[src/pci_pkg.sv]
// ----------------------------------------------------------------------------
// pci_pkg: shared types and constants of the clamped-integral PID controller
// Request layout, configuration bundle, register indexes and the clamp helper.
// ----------------------------------------------------------------------------
`default_nettype none

package pci_pkg;

    localparam int DATA_W      = 32;
    localparam int GAIN_W      = 32;
    localparam int LIMIT_W     = 31;
    localparam int CFG_IDX_W   = 3;
    localparam int GAIN_FRAC_W = 24;
    localparam int SUM_W       = 44;

    localparam int QUEUE_DEPTH_DEFAULT = 2;

    // Configuration register indexes
    localparam logic [CFG_IDX_W-1:0] REG_PROP_GAIN      = 3'd0;
    localparam logic [CFG_IDX_W-1:0] REG_INTEG_GAIN     = 3'd1;
    localparam logic [CFG_IDX_W-1:0] REG_DERIV_GAIN     = 3'd2;
    localparam logic [CFG_IDX_W-1:0] REG_INTEGRAL_LIMIT = 3'd3;
    localparam logic [CFG_IDX_W-1:0] REG_OUTPUT_LIMIT   = 3'd4;

    localparam logic [LIMIT_W-1:0] INTEGRAL_LIMIT_RESET = 31'd32768000;
    localparam logic [LIMIT_W-1:0] OUTPUT_LIMIT_RESET   = 31'd131072000;

    // Command codes
    localparam logic CMD_RUN   = 1'b0;
    localparam logic CMD_CLEAR = 1'b1;

    typedef struct packed {
        logic                     clear;
        logic signed [DATA_W-1:0] error;
    } pci_req_t;

    typedef struct packed {
        logic [GAIN_W-1:0]  prop_gain;
        logic [GAIN_W-1:0]  integ_gain;
        logic [GAIN_W-1:0]  deriv_gain;
        logic [LIMIT_W-1:0] integral_limit;
        logic [LIMIT_W-1:0] output_limit;
    } pci_cfg_t;

    // Clamp a wide signed value to +-lim
    function automatic logic signed [DATA_W-1:0] clamp_sym(
        input logic signed [SUM_W-1:0] x,
        input logic [LIMIT_W-1:0]      lim
    );
        logic signed [SUM_W-1:0] lim_pos;
        logic signed [SUM_W-1:0] lim_neg;
        lim_pos = $signed({{(SUM_W-LIMIT_W){1'b0}}, lim});
        lim_neg = -lim_pos;
        if (x > lim_pos)
        begin
            return lim_pos[DATA_W-1:0];
        end
        else if (x < lim_neg)
        begin
            return lim_neg[DATA_W-1:0];
        end
        return x[DATA_W-1:0];
    endfunction

endpackage

`default_nettype wire

[src/pci_front.sv]
// ----------------------------------------------------------------------------
// pci_front: request intake
// Classify each request, form the saturated error and push it to the queue.
// ----------------------------------------------------------------------------
`default_nettype none

module pci_front (
    input  wire logic                          push,
    output logic                               full,
    input  wire logic                          command,
    input  wire logic signed [31:0]            setpoint,
    input  wire logic signed [31:0]            measurement,
    output logic                               q_push,
    output pci_pkg::pci_req_t                  q_data,
    input  wire logic                          q_full
);
    import pci_pkg::*;

    logic signed [DATA_W:0]   diff_wide;
    logic signed [DATA_W-1:0] error_sat;

    // Wide subtract, then saturate when the two top bits disagree
    assign diff_wide = {setpoint[DATA_W-1], setpoint} - {measurement[DATA_W-1], measurement};

    always_comb
    begin
        if (diff_wide[DATA_W] != diff_wide[DATA_W-1])
        begin
            error_sat = diff_wide[DATA_W] ? {1'b1, {(DATA_W-1){1'b0}}}
                                          : {1'b0, {(DATA_W-1){1'b1}}};
        end
        else
        begin
            error_sat = diff_wide[DATA_W-1:0];
        end
    end

    assign full         = q_full;
    assign q_push       = push && !q_full;
    assign q_data.clear = (command == CMD_CLEAR);
    assign q_data.error = error_sat;

endmodule

`default_nettype wire

[src/pci_queue.sv]
// ----------------------------------------------------------------------------
// pci_queue: request queue between intake and execution
// Small register FIFO; push and pop may happen in the same cycle.
// ----------------------------------------------------------------------------
`default_nettype none

module pci_queue #(
    parameter int DEPTH = pci_pkg::QUEUE_DEPTH_DEFAULT
) (
    input  wire logic              clk,
    input  wire logic              rst_n,
    input  wire logic              push,
    input  wire pci_pkg::pci_req_t push_data,
    output logic                   full,
    input  wire logic              pop,
    output pci_pkg::pci_req_t      pop_data,
    output logic                   empty
);
    import pci_pkg::*;

    localparam int PTR_W = (DEPTH > 1) ? $clog2(DEPTH) : 1;
    localparam int CNT_W = $clog2(DEPTH + 1);

    pci_req_t             slot_reg [DEPTH];
    logic [PTR_W-1:0]     wr_ptr_reg;
    logic [PTR_W-1:0]     wr_ptr_next;
    logic [PTR_W-1:0]     rd_ptr_reg;
    logic [PTR_W-1:0]     rd_ptr_next;
    logic [CNT_W-1:0]     count_reg;
    logic [CNT_W-1:0]     count_next;
    logic                 do_push;
    logic                 do_pop;

    assign full     = (count_reg == CNT_W'(DEPTH));
    assign empty    = (count_reg == '0);
    assign do_push  = push && !full;
    assign do_pop   = pop && !empty;
    assign pop_data = slot_reg[rd_ptr_reg];

    always_comb
    begin
        wr_ptr_next = wr_ptr_reg;
        rd_ptr_next = rd_ptr_reg;
        count_next  = count_reg;
        if (do_push)
        begin
            wr_ptr_next = (wr_ptr_reg == PTR_W'(DEPTH - 1)) ? '0 : wr_ptr_reg + 1'b1;
        end
        if (do_pop)
        begin
            rd_ptr_next = (rd_ptr_reg == PTR_W'(DEPTH - 1)) ? '0 : rd_ptr_reg + 1'b1;
        end
        if (do_push && !do_pop)
        begin
            count_next = count_reg + 1'b1;
        end
        else if (do_pop && !do_push)
        begin
            count_next = count_reg - 1'b1;
        end
    end

    always_ff @(posedge clk or negedge rst_n)
    begin
        if (!rst_n)
        begin
            wr_ptr_reg <= '0;
            rd_ptr_reg <= '0;
            count_reg  <= '0;
        end
        else
        begin
            wr_ptr_reg <= wr_ptr_next;
            rd_ptr_reg <= rd_ptr_next;
            count_reg  <= count_next;
        end
    end

    always_ff @(posedge clk)
    begin
        if (do_push)
        begin
            slot_reg[wr_ptr_reg] <= push_data;
        end
    end

endmodule

`default_nettype wire

[src/pci_back.sv]
// ----------------------------------------------------------------------------
// pci_back: control-step execution
// Sequence the three gain products through one 33x16 multiplier, update the
// integral, clamp the drive value and hold it in the result register.
// ----------------------------------------------------------------------------
`default_nettype none

module pci_back (
    input  wire logic                       clk,
    input  wire logic                       rst_n,
    input  wire pci_pkg::pci_cfg_t          cfg,
    input  wire logic                       q_empty,
    input  wire pci_pkg::pci_req_t          q_data,
    output logic                            q_pop,
    output logic                            empty,
    input  wire logic                       pop,
    output logic signed [31:0]              drive_value
);
    import pci_pkg::*;

    localparam int PP_W  = DATA_W + 1 + 17;
    localparam int ACC_W = PP_W + 16;
    localparam int TERM_W = ACC_W - GAIN_FRAC_W;

    typedef enum logic [4:0] {
        ST_IDLE  = 5'b00001,
        ST_MUL   = 5'b00010,
        ST_ACC   = 5'b00100,
        ST_TERM  = 5'b01000,
        ST_CLAMP = 5'b10000
    } state_t;

    typedef enum logic [1:0] {
        PROD_INTEG = 2'd0,
        PROD_PROP  = 2'd1,
        PROD_DERIV = 2'd2
    } prod_t;

    state_t                     state_reg, state_next;
    prod_t                      prod_reg, prod_next;
    logic                       half_reg, half_next;
    logic signed [DATA_W-1:0]   err_reg, err_next;
    logic signed [DATA_W:0]     diff_reg, diff_next;
    logic signed [DATA_W-1:0]   prev_err_reg, prev_err_next;
    logic signed [DATA_W-1:0]   integ_reg, integ_next;
    logic signed [PP_W-1:0]     pp_reg, pp_next;
    logic signed [ACC_W-1:0]    acc_reg, acc_next;
    logic signed [SUM_W-1:0]    sum_reg, sum_next;
    logic signed [DATA_W-1:0]   drive_reg, drive_next;
    logic                       valid_reg, valid_next;

    logic signed [DATA_W:0]     mul_x;
    logic [GAIN_W-1:0]          mul_gain;
    logic [15:0]                gain_half;
    logic signed [TERM_W-1:0]   term;
    logic                       slot_free;

    // Operand and gain for the current product
    always_comb
    begin
        case (prod_reg)
            PROD_INTEG: mul_gain = cfg.integ_gain;
            PROD_PROP:  mul_gain = cfg.prop_gain;
            PROD_DERIV: mul_gain = cfg.deriv_gain;
            default:    mul_gain = '0;
        endcase
        mul_x = (prod_reg == PROD_DERIV) ? diff_reg : {err_reg[DATA_W-1], err_reg};
    end

    assign gain_half = half_reg ? mul_gain[31:16] : mul_gain[15:0];
    assign pp_next   = PP_W'(mul_x) * PP_W'($signed({1'b0, gain_half}));
    assign term      = acc_reg[ACC_W-1:GAIN_FRAC_W];
    assign slot_free = !valid_reg || pop;

    always_comb
    begin
        state_next    = state_reg;
        prod_next     = prod_reg;
        half_next     = half_reg;
        err_next      = err_reg;
        diff_next     = diff_reg;
        prev_err_next = prev_err_reg;
        integ_next    = integ_reg;
        acc_next      = acc_reg;
        sum_next      = sum_reg;
        drive_next    = drive_reg;
        valid_next    = valid_reg && !pop;
        q_pop         = 1'b0;

        case (state_reg)
            ST_IDLE:
            begin
                if (!q_empty)
                begin
                    q_pop = 1'b1;
                    if (q_data.clear)
                    begin
                        integ_next = '0;
                    end
                    else
                    begin
                        err_next      = q_data.error;
                        diff_next     = {q_data.error[DATA_W-1], q_data.error}
                                      - {prev_err_reg[DATA_W-1], prev_err_reg};
                        prev_err_next = q_data.error;
                        prod_next     = PROD_INTEG;
                        half_next     = 1'b0;
                        state_next    = ST_MUL;
                    end
                end
            end
            ST_MUL:
            begin
                state_next = ST_ACC;
            end
            ST_ACC:
            begin
                if (!half_reg)
                begin
                    acc_next   = {{(ACC_W-PP_W){pp_reg[PP_W-1]}}, pp_reg};
                    half_next  = 1'b1;
                    state_next = ST_MUL;
                end
                else
                begin
                    acc_next   = acc_reg + {pp_reg, 16'b0};
                    half_next  = 1'b0;
                    state_next = ST_TERM;
                end
            end
            ST_TERM:
            begin
                case (prod_reg)
                    PROD_INTEG:
                    begin
                        integ_next = clamp_sym(
                            {{(SUM_W-DATA_W){integ_reg[DATA_W-1]}}, integ_reg}
                            + {{(SUM_W-TERM_W){term[TERM_W-1]}}, term},
                            cfg.integral_limit);
                        prod_next  = PROD_PROP;
                        state_next = ST_MUL;
                    end
                    PROD_PROP:
                    begin
                        sum_next   = {{(SUM_W-DATA_W){integ_reg[DATA_W-1]}}, integ_reg}
                                   + {{(SUM_W-TERM_W){term[TERM_W-1]}}, term};
                        prod_next  = PROD_DERIV;
                        state_next = ST_MUL;
                    end
                    default:
                    begin
                        sum_next   = sum_reg + {{(SUM_W-TERM_W){term[TERM_W-1]}}, term};
                        state_next = ST_CLAMP;
                    end
                endcase
            end
            ST_CLAMP:
            begin
                // Hold until the result register can take the value
                if (slot_free)
                begin
                    drive_next = clamp_sym(sum_reg, cfg.output_limit);
                    valid_next = 1'b1;
                    state_next = ST_IDLE;
                end
            end
            default:
            begin
                state_next = ST_IDLE;
            end
        endcase
    end

    always_ff @(posedge clk or negedge rst_n)
    begin
        if (!rst_n)
        begin
            state_reg    <= ST_IDLE;
            prod_reg     <= PROD_INTEG;
            half_reg     <= 1'b0;
            prev_err_reg <= '0;
            integ_reg    <= '0;
            valid_reg    <= 1'b0;
        end
        else
        begin
            state_reg    <= state_next;
            prod_reg     <= prod_next;
            half_reg     <= half_next;
            prev_err_reg <= prev_err_next;
            integ_reg    <= integ_next;
            valid_reg    <= valid_next;
        end
    end

    always_ff @(posedge clk)
    begin
        err_reg   <= err_next;
        diff_reg  <= diff_next;
        pp_reg    <= pp_next;
        acc_reg   <= acc_next;
        sum_reg   <= sum_next;
        drive_reg <= drive_next;
    end

    assign empty       = !valid_reg;
    assign drive_value = drive_reg;

endmodule

`default_nettype wire

[src/pid_clamped_integral.sv]
// ----------------------------------------------------------------------------
// pid_clamped_integral: positional PID controller with integral clamp
// Fixed-point PID step with queue-style request and result ports.
// ----------------------------------------------------------------------------
// A run request (command 0) carries a signed Q16.16 setpoint and measurement;
// the block forms the saturated error, adds integ_gain*error to the integral
// (clamped to +-integral_limit), and returns one drive_value equal to
// prop_gain*error + integral + deriv_gain*(error - previous error), clamped
// to +-output_limit. A clear request (command 1) zeroes the integral and
// returns nothing. Gains are unsigned Q8.24 and each product is floored by
// 24 bits. In the execution unit a run request uses the single 33x16
// multiplier twice for each of the three gain products, and a clear only
// zeroes the integral. Requests are taken every cycle while the
// QUEUE_DEPTH-entry request queue has room, also while a finished result
// still waits to be popped. Write configuration only while idle.
// ----------------------------------------------------------------------------
`default_nettype none

module pid_clamped_integral #(
    parameter int QUEUE_DEPTH = pci_pkg::QUEUE_DEPTH_DEFAULT
) (
    input  wire logic                               clk,
    input  wire logic                               rst_n,
    // Request side
    input  wire logic                               push,
    output logic                                    full,
    input  wire logic                               command,
    input  wire logic signed [31:0]                 setpoint,
    input  wire logic signed [31:0]                 measurement,
    // Result side
    output logic                                    empty,
    input  wire logic                               pop,
    output logic signed [31:0]                      drive_value,
    // Configuration
    input  wire logic                               cfg_write,
    input  wire logic [pci_pkg::CFG_IDX_W-1:0]      cfg_index,
    input  wire logic [pci_pkg::GAIN_W-1:0]         cfg_data
);
    import pci_pkg::*;

    pci_cfg_t cfg_reg;
    pci_cfg_t cfg_next;
    pci_req_t front_data;
    pci_req_t queue_data;
    logic     front_push;
    logic     queue_full;
    logic     queue_empty;
    logic     queue_pop;

    // Register writes; limits keep their low 31 bits, unknown indexes drop
    always_comb
    begin
        cfg_next = cfg_reg;
        if (cfg_write)
        begin
            case (cfg_index)
                REG_PROP_GAIN:      cfg_next.prop_gain      = cfg_data;
                REG_INTEG_GAIN:     cfg_next.integ_gain     = cfg_data;
                REG_DERIV_GAIN:     cfg_next.deriv_gain     = cfg_data;
                REG_INTEGRAL_LIMIT: cfg_next.integral_limit = cfg_data[LIMIT_W-1:0];
                REG_OUTPUT_LIMIT:   cfg_next.output_limit   = cfg_data[LIMIT_W-1:0];
                default:            cfg_next = cfg_reg;
            endcase
        end
    end

    always_ff @(posedge clk or negedge rst_n)
    begin
        if (!rst_n)
        begin
            cfg_reg.prop_gain      <= '0;
            cfg_reg.integ_gain     <= '0;
            cfg_reg.deriv_gain     <= '0;
            cfg_reg.integral_limit <= INTEGRAL_LIMIT_RESET;
            cfg_reg.output_limit   <= OUTPUT_LIMIT_RESET;
        end
        else
        begin
            cfg_reg <= cfg_next;
        end
    end

    // Intake: saturate the error and classify the request
    pci_front u_front (
        .push        (push),
        .full        (full),
        .command     (command),
        .setpoint    (setpoint),
        .measurement (measurement),
        .q_push      (front_push),
        .q_data      (front_data),
        .q_full      (queue_full)
    );

    // Decouple intake from the multi-cycle execution unit
    pci_queue #(
        .DEPTH (QUEUE_DEPTH)
    ) u_queue (
        .clk       (clk),
        .rst_n     (rst_n),
        .push      (front_push),
        .push_data (front_data),
        .full      (queue_full),
        .pop       (queue_pop),
        .pop_data  (queue_data),
        .empty     (queue_empty)
    );

    // Execution: gain products, integral update, output clamp, result register
    pci_back u_back (
        .clk         (clk),
        .rst_n       (rst_n),
        .cfg         (cfg_reg),
        .q_empty     (queue_empty),
        .q_data      (queue_data),
        .q_pop       (queue_pop),
        .empty       (empty),
        .pop         (pop),
        .drive_value (drive_value)
    );

endmodule

`default_nettype wire

[config.mk]
export PLATFORM = sky130hd
export DESIGN_NAME = pid_clamped_integral
export DESIGN_NICKNAME = d
export VERILOG_FILES = /design/src/pci_pkg.sv /design/src/pci_front.sv /design/src/pci_queue.sv /design/src/pci_back.sv /design/src/pid_clamped_integral.sv
export SDC_FILE = /design/constraint.sdc
export NUM_CORES = 2
export LEC_CHECK = 0
export BUFFER_PORTS_ARGS = -buffer_cell sky130_fd_sc_hd__buf_2
export CORE_ASPECT_RATIO = 1.25
export CORE_UTILIZATION = 25
export CTS_CLUSTER_SIZE = 8
export DETAILED_ROUTE_END_ITERATION = 10
export PLACE_DENSITY_LB_ADDON = 0.08
export SETUP_SLACK_MARGIN = 0.3
export SYNTH_ARGS = -nofsm -noshare
export SYNTH_HDL_FRONTEND = slang
export SYNTH_SLANG_ARGS = --single-unit
[constraint.sdc]
create_clock -name clk -period 11.8 [get_ports clk]
set_input_delay 1.18 -clock clk [delete_from_list [all_inputs] [get_ports clk]]
set_output_delay 1.18 -clock clk [all_outputs]
set_load 0.02 [all_outputs]
==> flow_metrics.py <==
metrics = {
    "clock_network": {
        "clkLatencyLatePin_ns": 0.76,
        "cts_tree": "built",
        "h-tree-depth": 3,
        "ctsHoldBuffers": 0,
        "cts_buffer_depth": 3,
        "post-cts-setup-buffer-count": 0,
        "clk_pin_slew_ns": 0.07,
        "cts_resized": 0,
        "cts-root-buf": "clkbuf_16",
        "numCtsBuffers": 82,
        "cts.sink_count": 542,
    },
    "floorplanning": {
        "core_area_um2": 217000,
        "chipWidth_um": 421,
        "rows": 191,
        "start_util": 0.252,
        "dieArea_um2": 221000,
        "pin_count": 139,
        "die_height_um": 526,
    },
    "logic_synthesis": {
        "yosysWarnings": 0,
        "synth_edf_count": 257,
        "syn_area_um2": 54800,
        "ys_seq_elements": 542,
        "synth-main-ff-cell": "edfxtp_1",
        "synth_cells": 5895,
        "seq_area_frac_synth": 0.267,
        "syn_avg_cell_area_um2": 9.30,
        "synthDistinctLibCells": 96,
        "synth-async-reset-ratio": 0.434,
        "synthesis.nets": 6976,
    },
    "critical_path": {
        "worstPathRequired_ns": 12.50,
        "critPathCaptureType": "flop",
        "cpMaxStageDelayCell": "nor2_4",
        "worstPathMaxFanout": 35,
        "crit_path_start": "u_back.prod_reg[0]",
        "r2r_setup_slack_ns": 2.39,
        "path_class": "flop to flop",
        "max_stage_delay_ns": 0.82,
        "r2r_start": "u_back.prod_reg[0]",
        "cp.arrival_ns": 10.10,
        "endpoint": "u_back.pp_reg[49]",
        "r2r.worst_path.cells": 29,
        "cp-start-kind": "flop",
        "critPathMostFrequentCell": "fa_1",
        "regToRegEndpoint": "u_back.pp_reg[49]",
    },
    "layout": {
        "stdcell_count": 8916,
        "nets": 7035,
        "fillers": 23160,
        "area_growth_pct": 12.4,
        "drive_gt1_frac": 0.0966,
        "largest_register_ffs": 158,
        "final_area_um2": 61600,
    },
    "sta": {
        "drv_slew": 0,
        "rsz0062_at_grt": "false",
        "relSlewSlack": 0.297,
        "setup_slack_ns": 2.39,
        "hold_viol_final": 0,
        "tightestPinTransition_ns": 1.05,
        "setup_viol_count_final": 0,
        "fin_crit_sh": 0.797,
        "period_needed_ns": 9.41,
        "clock_skew_ns": 0.0691,
        "fmax_ghz": 0.106,
        "setup_tns_ns": 0,
    },
    "route": {
        "wirelength_um": 184000,
        "drcViolationCount": 0,
        "viasPerCell": 4.64,
        "ant_nets": 0,
        "drt_first_pass_iters": 5,
        "drt_first_iter_violations": 1857,
        "routed-via-count": 41356,
        "wl_per_cell_um": 20.6,
    },
    "placement": {
        "dp_hpwl_um": 146000,
        "dp_cells": 8765,
        "gp_congestion": 0.826,
        "dp_slack_ns": 2.33,
        "io_buffer_count": 138,
        "place_area_um2": 59000,
    },
    "grt": {
        "met2_usage": 0.305,
        "antenna_found_initial": 6,
        "grt_pass1_wl_um": 277000,
        "grt_max_degree": 85,
        "use_met3": 0.0162,
        "gr-total-overflow": 0,
        "track_usage": 0.166,
        "use_met1": 0.201,
        "grt_pass1_vias": 44026,
        "top_usage_layer": "met2",
    },
    "outcome": {
        "outcome": "finished clean",
    },
    "worst_hold_path": {
        "hold_class": "input pin to asynchronous set/reset pin",
    },
    "job": {
        "drv_cap": 0,
    },
}
-- area by class of cell --
type	instances	area, um2	share of cell area
multi-input cells	4322	36500	0.593
flip-flops and latches	542	14600	0.237
well taps	2895	3620	0.0588
inverters	801	3010	0.0488
clock buffers	137	2330	0.0378
repair buffers	205	1200	0.0195
clock inverters	10	258	0.00418
diodes	4	10.0	0.000162
-- worst min path at each step --
stage | from | endpoint | slack [ns] | cells after the start
2_1_floorplan | u_back.integ_reg[0] | u_back.integ_reg[0] | 0.45 | 2
4_1_cts | rst_n | cfg_reg[2] | 0.39 | 1
6_report | rst_n | cfg_reg[84] | 0.45 | 1
5_1_grt | rst_n | cfg_reg[84] | 0.49 | 1
3_5_place_dp | u_back.integ_reg[0] | u_back.integ_reg[0] | 0.49 | 2
3_3_place_gp | u_back.integ_reg[0] | u_back.integ_reg[0] | 0.47 | 2
-- per-stage QoR --
stage | utilization | hold WS [ns]
floorplan | - | 0.454
global placement | 0.272 | 0.475
detailed placement | 0.272 | 0.492
CTS | 0.284 | 0.394
global route | 0.284 | 0.485
finish | 0.284 | 0.448
-- logic make-up after synthesis --
kind of cell	after synthesis	synth area share
and+or+nand+nor	1610	0.135
AOI/OAI and AO/OA	1177	0.135
buffers and inverters	1031	0.0710
adders and majority gates	983	0.294
DFF	542	0.267
xor gates and xnor gates	278	0.0444
muxes	274	0.0546
-- worst max-delay path, delay by kind of cell (launching register included) --
| family | cells | cell delay, ns |
|---|---|---|
| fa+ha+maj | 7 | 3.34 |
| simple gates | 5 | 1.79 |
| compound gates | 8 | 1.71 |
| buf+inv | 7 | 1.40 |
| mux | 1 | 0.52 |
| flops | 1 | 0.40 |
| xor+xnor | 1 | 0.13 |
-- layer usage --
layer	share of wire	up-vias
li1	-	20067
met1	0.43	20574
met2	0.52	542
met3	0.025	173
met4	0.024	0
met5	0	-
-- Yosys cell counts, types with 13 or more instances --
| library cell | instances | area (um2) |
|---|---|---|
| a211oi_1 | 27 | 203 |
| a21o_1 | 151 | 1130 |
| a21oi_1 | 342 | 1710 |
| a221o_1 | 22 | 220 |
| a31oi_1 | 49 | 307 |
| and2_1 | 62 | 388 |
| and3_1 | 39 | 244 |
| and4_1 | 14 | 123 |
| buf_1 | 20 | 75.1 |
| clkbuf_1 | 195 | 732 |
| dfrtp_1 | 222 | 5560 |
| dfstp_2 | 13 | 342 |
| dfxtp_1 | 50 | 1000 |
| edfxtp_1 | 257 | 7720 |
| fa_1 | 508 | 10200 |
| ha_1 | 468 | 5860 |
| inv_1 | 799 | 3000 |
| mux2_2 | 201 | 2260 |
| mux2i_1 | 73 | 731 |
| nand2_1 | 630 | 2360 |
| nand2b_1 | 53 | 332 |
| nand3_1 | 82 | 410 |
| nand4_1 | 57 | 357 |
| nor2_1 | 435 | 1630 |
| nor2b_1 | 56 | 350 |
| nor3_1 | 65 | 325 |
| nor3b_1 | 14 | 105 |
| nor4_1 | 28 | 175 |
| o211ai_1 | 34 | 255 |
| o21a_1 | 42 | 315 |
| o21ai_0 | 297 | 1490 |
| o21bai_1 | 39 | 293 |
| o22ai_1 | 21 | 131 |
| o31ai_1 | 20 | 150 |
| or3_1 | 25 | 156 |
| xnor2_1 | 200 | 1750 |
| xor2_1 | 78 | 683 |
-- cell usage in the layout, fill, tap and decap left out, types with 13 or more instances in the layout --
cell type,n
a211oi_1,26
a21o_1,151
a21oi_1,331
a221o_1,22
a31oi_1,49
and2_1,62
and3_1,39
and4_1,14
buf_2,137
buf_4,67
clkbuf_1,48
clkbuf_16,82
dfrtp_1,219
dfstp_2,13
dfxtp_1,50
edfxtp_1,257
fa_1,508
ha_1,468
inv_1,797
mux2_2,201
mux2i_1,73
nand2_1,628
nand2b_1,53
nand3_1,82
nand4_1,57
nor2_1,432
nor2b_1,53
nor3_1,64
nor3b_1,14
nor4_1,28
o211ai_1,34
o21a_1,42
o21ai_0,296
o21bai_1,39
o22ai_1,21
o31ai_1,20
or3_1,25
xnor2_1,200
xor2_1,78
Power is not shown: default switching activity piles up to over one toggle a cycle in this logic, so the estimate is an artifact.
